### config.mk
export PLATFORM = sky130hd
export DESIGN_NAME = status_led_pattern_sequencer
export DESIGN_NICKNAME = d
export VERILOG_FILES = /design/src/hdl/slps_pkg.sv /design/src/hdl/slps_front.sv /design/src/hdl/slps_queue.sv /design/src/hdl/slps_back.sv /design/src/hdl/status_led_pattern_sequencer.sv
export SDC_FILE = /design/constraint.sdc
export NUM_CORES = 1
export LEC_CHECK = 0
export BUFFER_PORTS_ARGS = -buffer_cell sky130_fd_sc_hd__buf_2
export CELL_PAD_IN_SITES_DETAIL_PLACEMENT = 1
export CELL_PAD_IN_SITES_GLOBAL_PLACEMENT = 1
export CORE_MARGIN = 3
export CORE_UTILIZATION = 45
export DETAILED_ROUTE_END_ITERATION = 10
export HOLD_SLACK_MARGIN = 0.08
export PLACE_DENSITY = 0.83
export RECOVER_POWER = 50
export SLEW_MARGIN = 40
export SYNTH_ARGS = -nofsm -noshare
export SYNTH_HDL_FRONTEND = slang
export SYNTH_HIERARCHICAL = 1
export SYNTH_SLANG_ARGS = --single-unit
### constraint.sdc
create_clock -name i_clk -period 8.1 [get_ports i_clk]
set_clock_uncertainty 0.2 [all_clocks]
set_input_delay 2.025 -clock i_clk [delete_from_list [all_inputs] [get_ports i_clk]]
set_output_delay 2.025 -clock i_clk [all_outputs]
set_load 0.01 [all_outputs]
### src/hdl/slps_pkg.sv
// ----------------------------------------------------------------------------
// slps_pkg
// shared types, constants and colour tables of the status led sequencer
// ----------------------------------------------------------------------------
package slps_pkg;

    // strip length, 1 to 64
    localparam int PIXEL_COUNT = 8;
    localparam int PIX_W       = 6;
    localparam logic [PIX_W-1:0] PIX_LAST = PIX_W'(PIXEL_COUNT - 1);

    // command codes
    localparam logic [1:0] OP_POLL  = 2'd0;
    localparam logic [1:0] OP_MODE  = 2'd1;
    localparam logic [1:0] OP_EVENT = 2'd2;
    localparam logic [1:0] OP_OFF   = 2'd3;

    // configuration register indexes
    localparam logic [1:0] REG_ENABLE = 2'd0;
    localparam logic [1:0] REG_FRAME  = 2'd1;
    localparam logic [1:0] REG_HOLD   = 2'd2;

    // pattern styles
    localparam logic [1:0] STYLE_DARK  = 2'd0;
    localparam logic [1:0] STYLE_SOLID = 2'd1;
    localparam logic [1:0] STYLE_CHASE = 2'd2;
    localparam logic [1:0] STYLE_BLINK = 2'd3;

    localparam logic [15:0] FRAME_MS_RST = 16'd120;
    localparam logic [15:0] HOLD_MS_RST  = 16'd650;

    typedef struct packed {
        logic [7:0] red;
        logic [7:0] green;
        logic [7:0] blue;
    } t_rgb;

    // one frame to be drawn: a colour, and for a chase the one lit pixel
    typedef struct packed {
        t_rgb             rgb;
        logic             chase;
        logic [PIX_W-1:0] lit;
    } t_frame;

    localparam t_rgb RGB_OFF = '{red: 8'd0, green: 8'd0, blue: 8'd0};

    function automatic logic [1:0] mode_style(input logic [3:0] mode);
        case (mode)
            4'd1, 4'd3, 4'd4, 4'd5, 4'd6, 4'd9: mode_style = STYLE_CHASE;
            4'd2, 4'd7, 4'd10:                  mode_style = STYLE_SOLID;
            4'd8:                               mode_style = STYLE_BLINK;
            default:                            mode_style = STYLE_DARK;
        endcase
    endfunction

    function automatic t_rgb mode_rgb(input logic [3:0] mode);
        case (mode)
            4'd1:    mode_rgb = '{red: 8'd24, green: 8'd24, blue: 8'd24};
            4'd2:    mode_rgb = '{red: 8'd0,  green: 8'd0,  blue: 8'd4};
            4'd3:    mode_rgb = '{red: 8'd0,  green: 8'd18, blue: 8'd0};
            4'd4:    mode_rgb = '{red: 8'd0,  green: 8'd8,  blue: 8'd18};
            4'd5:    mode_rgb = '{red: 8'd22, green: 8'd10, blue: 8'd0};
            4'd6:    mode_rgb = '{red: 8'd12, green: 8'd0,  blue: 8'd20};
            4'd7:    mode_rgb = '{red: 8'd24, green: 8'd0,  blue: 8'd0};
            4'd8:    mode_rgb = '{red: 8'd24, green: 8'd0,  blue: 8'd0};
            4'd9:    mode_rgb = '{red: 8'd0,  green: 8'd12, blue: 8'd10};
            4'd10:   mode_rgb = '{red: 8'd0,  green: 8'd18, blue: 8'd4};
            default: mode_rgb = RGB_OFF;
        endcase
    endfunction

    function automatic t_rgb event_rgb(input logic [1:0] ev);
        case (ev)
            2'd0:    event_rgb = '{red: 8'd0,  green: 8'd18, blue: 8'd0};
            2'd1:    event_rgb = '{red: 8'd24, green: 8'd12, blue: 8'd0};
            2'd2:    event_rgb = '{red: 8'd24, green: 8'd0,  blue: 8'd0};
            default: event_rgb = '{red: 8'd24, green: 8'd16, blue: 8'd0};
        endcase
    endfunction

    function automatic t_frame solid_frame(input t_rgb rgb);
        t_frame f;
        f.rgb   = rgb;
        f.chase = 1'b0;
        f.lit   = '0;
        solid_frame = f;
    endfunction

    // frame of the current mode for a given phase and phase mod strip length
    function automatic t_frame mode_frame(input logic [3:0] mode,
                                          input logic [7:0] phase,
                                          input logic [PIX_W-1:0] lit);
        t_frame f;
        f = solid_frame(RGB_OFF);
        case (mode_style(mode))
            STYLE_SOLID: f.rgb = mode_rgb(mode);
            STYLE_BLINK: f.rgb = phase[0] ? mode_rgb(mode) : RGB_OFF;
            STYLE_CHASE: begin
                f.rgb   = mode_rgb(mode);
                f.chase = 1'b1;
                f.lit   = lit;
            end
            default: f.rgb = RGB_OFF;
        endcase
        mode_frame = f;
    endfunction

endpackage

### src/hdl/slps_front.sv
// ----------------------------------------------------------------------------
// slps_front
// command decode, mode and event state, frame timer; posts frames to the queue
// ----------------------------------------------------------------------------
module slps_front (
    input  logic                  i_clk,
    input  logic                  i_rst_n,
    input  logic                  i_cmd_valid,
    output logic                  o_cmd_ready,
    input  logic [1:0]            i_opcode,
    input  logic [31:0]           i_now_ms,
    input  logic [3:0]            i_mode_code,
    input  logic [1:0]            i_event_code,
    input  logic                  i_led_enabled,
    input  logic [15:0]           i_frame_period_ms,
    input  logic [15:0]           i_event_hold_ms,
    input  logic                  i_queue_full,
    output logic                  o_push,
    output slps_pkg::t_frame      o_frame
);

    logic [3:0]                   r_mode,     n_mode;
    logic [7:0]                   r_phase,    n_phase;
    logic [slps_pkg::PIX_W-1:0]   r_lit,      n_lit;
    logic [31:0]                  r_last,     n_last;
    logic                         r_pending,  n_pending;
    logic [1:0]                   r_held,     n_held;
    logic [31:0]                  r_deadline, n_deadline;

    logic                         accept;
    logic [31:0]                  ev_diff;
    logic [31:0]                  elapsed;
    logic [7:0]                   phase_inc;
    logic [slps_pkg::PIX_W-1:0]   lit_inc;

    assign o_cmd_ready = !i_queue_full;
    assign accept      = i_cmd_valid && !i_queue_full;
    assign ev_diff     = i_now_ms - r_deadline;
    assign elapsed     = i_now_ms - r_last;
    assign phase_inc   = r_phase + 8'd1;
    // lit tracks phase mod strip length; the 8-bit phase wrap restarts it at zero
    assign lit_inc     = (r_lit == slps_pkg::PIX_LAST || phase_inc == 8'd0) ?
                         '0 : r_lit + 1'b1;

    always_comb begin
        n_mode     = r_mode;
        n_phase    = r_phase;
        n_lit      = r_lit;
        n_last     = r_last;
        n_pending  = r_pending;
        n_held     = r_held;
        n_deadline = r_deadline;
        o_push     = 1'b0;
        o_frame    = slps_pkg::solid_frame(slps_pkg::RGB_OFF);
        if (accept) begin
            case (i_opcode)
                slps_pkg::OP_POLL: begin
                    if (!i_led_enabled) begin
                        o_push = 1'b1;
                    end else if (r_pending && ev_diff[31]) begin
                        o_push  = 1'b1;
                        o_frame = slps_pkg::solid_frame(slps_pkg::event_rgb(r_held));
                    end else begin
                        // expired event falls through to the frame timer
                        n_pending = 1'b0;
                        if (elapsed >= {16'd0, i_frame_period_ms}) begin
                            n_last  = i_now_ms;
                            n_phase = phase_inc;
                            n_lit   = lit_inc;
                            o_push  = 1'b1;
                            o_frame = slps_pkg::mode_frame(r_mode, phase_inc, lit_inc);
                        end
                    end
                end
                slps_pkg::OP_MODE: begin
                    n_mode  = i_mode_code;
                    n_phase = '0;
                    n_lit   = '0;
                    n_last  = '0;
                    o_push  = i_led_enabled;
                    o_frame = slps_pkg::mode_frame(i_mode_code, 8'd0, '0);
                end
                slps_pkg::OP_EVENT: begin
                    if (i_led_enabled) begin
                        n_held     = i_event_code;
                        n_pending  = 1'b1;
                        n_deadline = i_now_ms + {16'd0, i_event_hold_ms};
                        o_push     = 1'b1;
                        o_frame    = slps_pkg::solid_frame(
                                         slps_pkg::event_rgb(i_event_code));
                    end
                end
                default: begin
                    n_mode    = '0;
                    n_pending = 1'b0;
                    o_push    = 1'b1;
                end
            endcase
        end
    end

    always_ff @(posedge i_clk) begin
        if (!i_rst_n) begin
            r_mode     <= '0;
            r_phase    <= '0;
            r_lit      <= '0;
            r_last     <= '0;
            r_pending  <= 1'b0;
            r_held     <= '0;
            r_deadline <= '0;
        end else begin
            r_mode     <= n_mode;
            r_phase    <= n_phase;
            r_lit      <= n_lit;
            r_last     <= n_last;
            r_pending  <= n_pending;
            r_held     <= n_held;
            r_deadline <= n_deadline;
        end
    end

endmodule

### src/hdl/slps_queue.sv
// ----------------------------------------------------------------------------
// slps_queue
// two-entry frame queue between command front and pixel back
// ----------------------------------------------------------------------------
module slps_queue (
    input  logic             i_clk,
    input  logic             i_rst_n,
    input  logic             i_push,
    input  slps_pkg::t_frame i_frame,
    output logic             o_full,
    input  logic             i_pop,
    output logic             o_empty,
    output slps_pkg::t_frame o_frame
);

    slps_pkg::t_frame r_mem [2];
    logic             r_wr_ptr;
    logic             r_rd_ptr;
    logic [1:0]       r_count;

    assign o_full  = (r_count == 2'd2);
    assign o_empty = (r_count == 2'd0);
    assign o_frame = r_mem[r_rd_ptr];

    always_ff @(posedge i_clk) begin
        if (i_push) begin
            r_mem[r_wr_ptr] <= i_frame;
        end
    end

    always_ff @(posedge i_clk) begin
        if (!i_rst_n) begin
            r_wr_ptr <= 1'b0;
            r_rd_ptr <= 1'b0;
            r_count  <= '0;
        end else begin
            if (i_push) r_wr_ptr <= !r_wr_ptr;
            if (i_pop)  r_rd_ptr <= !r_rd_ptr;
            case ({i_push, i_pop})
                2'b10:   r_count <= r_count + 2'd1;
                2'b01:   r_count <= r_count - 2'd1;
                default: r_count <= r_count;
            endcase
        end
    end

endmodule

### src/hdl/slps_back.sv
// ----------------------------------------------------------------------------
// slps_back
// walks the strip for the frame at the queue head, one pixel per transfer
// ----------------------------------------------------------------------------
module slps_back (
    input  logic                        i_clk,
    input  logic                        i_rst_n,
    input  logic                        i_empty,
    input  slps_pkg::t_frame            i_frame,
    output logic                        o_pop,
    output logic                        o_valid,
    input  logic                        i_ready,
    output logic [slps_pkg::PIX_W-1:0]  o_pixel_index,
    output slps_pkg::t_rgb              o_rgb,
    output logic                        o_last
);

    logic [slps_pkg::PIX_W-1:0] r_pix;
    logic                       r_valid;
    logic [slps_pkg::PIX_W-1:0] r_index;
    slps_pkg::t_rgb             r_rgb;
    logic                       r_last;
    logic                       load;
    logic                       end_of_frame;

    assign load         = (!r_valid || i_ready) && !i_empty;
    assign end_of_frame = (r_pix == slps_pkg::PIX_LAST);
    assign o_pop        = load && end_of_frame;

    always_ff @(posedge i_clk) begin
        if (!i_rst_n) begin
            r_valid <= 1'b0;
            r_pix   <= '0;
        end else begin
            if (load) begin
                r_valid <= 1'b1;
                r_pix   <= end_of_frame ? '0 : r_pix + 1'b1;
            end else if (i_ready) begin
                r_valid <= 1'b0;
            end
        end
    end

    always_ff @(posedge i_clk) begin
        if (load) begin
            r_index <= r_pix;
            r_last  <= end_of_frame;
            if (i_frame.chase && (r_pix != i_frame.lit)) begin
                r_rgb <= slps_pkg::RGB_OFF;
            end else begin
                r_rgb <= i_frame.rgb;
            end
        end
    end

    assign o_valid       = r_valid;
    assign o_pixel_index = r_index;
    assign o_rgb         = r_rgb;
    assign o_last        = r_last;

endmodule

### src/hdl/status_led_pattern_sequencer.sv
// ----------------------------------------------------------------------------
// status_led_pattern_sequencer
// status strip sequencer: poll, set mode, event and off commands in,
// one pixel colour per output transfer out
// ----------------------------------------------------------------------------
//  channel   dir  handshake                    payload
//  s_axis    in   s_axis_tvalid/s_axis_tready  tuser opcode, tdata now/mode/event
//  m_axis    out  m_axis_tvalid/m_axis_tready  tdata index/rgb, tlast frame end
//  cfg       in   i_cfg_valid/o_cfg_ready      i_cfg_index, i_cfg_data
//
//  a command is decoded in the cycle of its transfer; a frame it draws is written
//  to the frame queue, then loaded into the output register, and leaves as
//  PIXEL_COUNT transfers, one per cycle while m_axis_tready is high; the output
//  port is the rate-setting part
//  commands keep being taken while the two-entry frame queue has room, so a
//  stalled output holds off input only once two frames are waiting
//  reset is synchronous, active low; config is always ready
// ----------------------------------------------------------------------------
module status_led_pattern_sequencer (
    input  logic        i_clk,
    input  logic        i_rst_n,
    // command stream
    input  logic        s_axis_tvalid,
    output logic        s_axis_tready,
    input  logic [39:0] s_axis_tdata,   // now_ms[31:0], mode_code[35:32], event_code[37:36]
    input  logic [1:0]  s_axis_tuser,   // opcode[1:0]
    // pixel stream
    output logic        m_axis_tvalid,
    input  logic        m_axis_tready,
    output logic [31:0] m_axis_tdata,   // pixel_index[5:0], red[13:6], green[21:14], blue[29:22]
    output logic        m_axis_tlast,   // frame_last
    // register writes
    input  logic        i_cfg_valid,
    output logic        o_cfg_ready,
    input  logic [1:0]  i_cfg_index,
    input  logic [15:0] i_cfg_data
);

    // configuration registers
    logic        r_led_enabled;
    logic [15:0] r_frame_period_ms;
    logic [15:0] r_event_hold_ms;

    // front to queue
    logic             push;
    slps_pkg::t_frame push_frame;
    logic             queue_full;

    // queue to back
    logic             pop;
    logic             queue_empty;
    slps_pkg::t_frame head_frame;

    logic [slps_pkg::PIX_W-1:0] pixel_index;
    slps_pkg::t_rgb             pixel_rgb;

    assign o_cfg_ready = 1'b1;

    always_ff @(posedge i_clk) begin
        if (!i_rst_n) begin
            r_led_enabled     <= 1'b1;
            r_frame_period_ms <= slps_pkg::FRAME_MS_RST;
            r_event_hold_ms   <= slps_pkg::HOLD_MS_RST;
        end else if (i_cfg_valid) begin
            case (i_cfg_index)
                slps_pkg::REG_ENABLE: r_led_enabled     <= i_cfg_data[0];
                slps_pkg::REG_FRAME:  r_frame_period_ms <= i_cfg_data;
                slps_pkg::REG_HOLD:   r_event_hold_ms   <= i_cfg_data;
                default: ;  // index beyond the register list is dropped
            endcase
        end
    end

    // command decode and sequencing state
    slps_front u_front (
        .i_clk             (i_clk),
        .i_rst_n           (i_rst_n),
        .i_cmd_valid       (s_axis_tvalid),
        .o_cmd_ready       (s_axis_tready),
        .i_opcode          (s_axis_tuser),
        .i_now_ms          (s_axis_tdata[31:0]),
        .i_mode_code       (s_axis_tdata[35:32]),
        .i_event_code      (s_axis_tdata[37:36]),
        .i_led_enabled     (r_led_enabled),
        .i_frame_period_ms (r_frame_period_ms),
        .i_event_hold_ms   (r_event_hold_ms),
        .i_queue_full      (queue_full),
        .o_push            (push),
        .o_frame           (push_frame)
    );

    // frame descriptors waiting to be drawn
    slps_queue u_queue (
        .i_clk   (i_clk),
        .i_rst_n (i_rst_n),
        .i_push  (push),
        .i_frame (push_frame),
        .o_full  (queue_full),
        .i_pop   (pop),
        .o_empty (queue_empty),
        .o_frame (head_frame)
    );

    // pixel walker with output register
    slps_back u_back (
        .i_clk         (i_clk),
        .i_rst_n       (i_rst_n),
        .i_empty       (queue_empty),
        .i_frame       (head_frame),
        .o_pop         (pop),
        .o_valid       (m_axis_tvalid),
        .i_ready       (m_axis_tready),
        .o_pixel_index (pixel_index),
        .o_rgb         (pixel_rgb),
        .o_last        (m_axis_tlast)
    );

    assign m_axis_tdata = {2'b00, pixel_rgb.blue, pixel_rgb.green, pixel_rgb.red,
                           pixel_index};

endmodule
==> reports/qor.csv <==
metric,value,unit
nets,1875,
Slew @ Worst Pin,1.762,ns
"Remaining Overflow, GRT",0,
r2r startpoint,u_front/r_last[5],
detailed router's first-iteration violation count,612,
main area contributors after synthesis,"dfxtp_1, edfxtp_1, ha_1",
Routed wire per std cell,19.33,um
post-route cell area,16370,um^2
Critical Path End Type,flip-flop,
reg2reg end,u_queue/r_count[1],
Final Hold Fails,0,
max cap viols,2,
failing checks,"capacitance limit, slew limit",
Post-synth top cells,"dfxtp_1, nand2_1, inv_1, ha_1, nor2_1",
WL final,41380,um
syn avg cell area,9.136,um^2
post-CTS setup buffers,0,
vias in the first global route,12850,
Achievable Freq,132.2,MHz
Total GRT Usage,23.06,%
post-route ant nets,0,
Min-Delay Endpoint,u_front/r_deadline[0],
boundary pin count,101,
Buf/Inv on CP,3,
"Data required, critical path",8.37,ns
die span in y,187.4,um
# hold bufs at CTS,0,
Vias/cell,5.676,
Max Root-Sink Buffers,3,
Synth top area share,19.48,%
CP peak stage delay,0.45,ns
port bufs,95,
Total Power,3215,uW
post-CTS sizing,0,
"Slew Viols, Final",65,
cell count of the worst reg-to-reg path,23,
"Clk Latency, worst-skew pair",0.54,ns
hold crit path type,reg -> reg,
crit path kind,in -> reg,
Final period util,93.39,%
post-synthesis sequential area ratio,38.35,%
layout cells sized above 1,10.38,%
cell accounting for the most synthesized area,dfxtp_1,
YS warnings,6,
DP Wirelength,30630,um
Synth Instances,1620,
setup TNS,0,ns
n_diodes,0,
die width,187.4,um
core box area,31960,um^2
Unique masters post-synth,92,
Leak,0.006485,uW
P&R area growth vs syn,10.60,%
Fillers,3771,
1st-pass router iterations,5,
r2r setup slk,1.85,ns
CP max FO,4,
Final Setup Violations,0,
Tmin final,7.564,ns
number of buffers created by CTS,26,
Initial Util,46.31,%
CTS tree,built,
hold depth,2,
Hold Startpoint,u_front/r_deadline[0],
Yosys reg bits,237,
clock root buffer,clkbuf_16,
VDD IR max,0.1294,mV
first-pass GRT wire length,67190,um
outcome,"finished, violations left",
vias after detailed routing,12150,
H-tree depth,1,
CP Launch Type,input port,
number of synthesized flops with an enable pin,93,
dpl cell area,15560,um^2
smallest hold slack,0.2541,ns
Power Density,196.4,nW/um^2
crit-path leading delay family,compound AO/OA/AOI/OAI gates,
Most used DFF post-synth,dfxtp_1,
Post-synth ARST share,0,%
Mapped Area,14800,um^2
Slew HR,-17.48,%
"count leader, synth",dfxtp_1,
initial antenna violation count,0,
clock sinks,237,
gpl congestion,0.8899,
unrepaired setup endpoints after global routing,no,
Setup WS pre-CTS,0.08002,ns
die footprint,35100,um^2
DRC viols,0,
fin worst setup slack,0.5357,ns
worst path arrival time,7.83,ns
largest net degree at the start of global routing,89,
Cell Rows,65,
clock-pin slew on the worst setup and hold paths,0.06,ns
Crit-path slowest cell,nor4_2,
-- logic make-up after synthesis --
family / after synthesis / share of synthesized area [%]
XOR/XNOR: 61 / 3.610
AND/OR/NAND/NOR: 530 / 18.78
AO/OA/AOI/OAI: 369 / 16.35
buffers and inverters: 214 / 6.476
adder cells (fa/ha/maj): 122 / 10.42
multiplexers: 84 / 5.952
flip-flops: 237 / 38.35
other: 3 / 0.07608
-- registers in the layout (all words and copies together) (netlist names), 2 cells and up, named ones only --
signal                cells
u_queue/r_count           2
u_front/r_phase           8
u_back/r_pix              6
u_front/r_last           32
u_back/o_rgb             24
u_front/r_lit             6
r_event_hold_ms          16
r_frame_period_ms        16
u_front/r_mode            4
u_queue/r_mem            62
u_front/r_held            2
u_back/o_pixel_index      6
u_front/r_deadline       32
-- power breakdown --
part / internal, uW / total (uW) / leakage, uW / switching (uW)
Clock: 725 / 1220 / 0.000433 / 493
Combinational: 241 / 646 / 0.00397 / 405
Sequential: 1320 / 1350 / 0.00208 / 32.6
-- worst max-delay path by stage --
stage	cells past startpoint	slack, ns	from	to
CTS	25	0.57	s_axis_tdata[0]	u_queue/r_count[1]
detailed placement	25	0.08	s_axis_tdata[0]	u_queue/r_count[1]
global route	25	0.006	s_axis_tdata[0]	u_queue/r_count[1]
finish	25	0.54	s_axis_tdata[0]	u_queue/r_count[1]
floorplan	21	1.06	s_axis_tdata[0]	u_queue/r_mem[1][0]
global placement	23	0.25	s_axis_tdata[5]	u_queue/r_count[1]
-- routing by layer --
layer | part of all wire [%] | up-vias | track usage [%]
met2 | 50 | 205 | 42.38
met5 | 0 | - | 0
met3 | 3.1 | 74 | 2.305
met1 | 43 | 5985 | 28.20
li1 | - | 5888 | -
met4 | 3.2 | 0 | 7.531
-- metrics by stage --
stage               util (%)  cells
floorplan                  -   1632
global placement       48.56   2091
detailed placement     48.69   2093
CTS                    51.45   2139
global route           51.22   2141
finish                 51.22   2141
-- worst min-delay path, stage by stage (launching register included) --
cell,delay (ns)
dfxtp_1,0.31
nand2_1,0.05
a21oi_1,0.05
-- layout make-up --
| cell class | count | area [um^2] | area share, % |
|---|---|---|---|
| Clock buffer | 31 | 719.4 | 4.395 |
| Clock inverter | 15 | 161.4 | 0.9860 |
| Inverter | 131 | 493.0 | 3.012 |
| Multi-Input combinational cell | 1181 | 8214 | 50.18 |
| Sequential cell | 237 | 5675 | 34.67 |
| Tap cell | 435 | 544.3 | 3.325 |
| Timing Repair Buffer | 111 | 561.8 | 3.432 |
-- cell usage in the layout (no fill, tap or decap), types with 20 or more instances in the layout --
cell type,n
a21o_1,36
a21oi_1,111
and2_0,22
and2_1,21
and3_1,20
buf_2,61
clkbuf_1,38
clkbuf_16,26
dfxtp_1,144
edfxtp_1,93
ha_1,119
inv_1,130
mux2_2,31
mux2i_1,52
nand2_1,131
nand3_1,34
nand4_1,25
nor2_1,110
nor2b_1,35
nor3_1,28
o21ai_0,74
xnor2_1,45
Power figures use the tool's default switching activity.
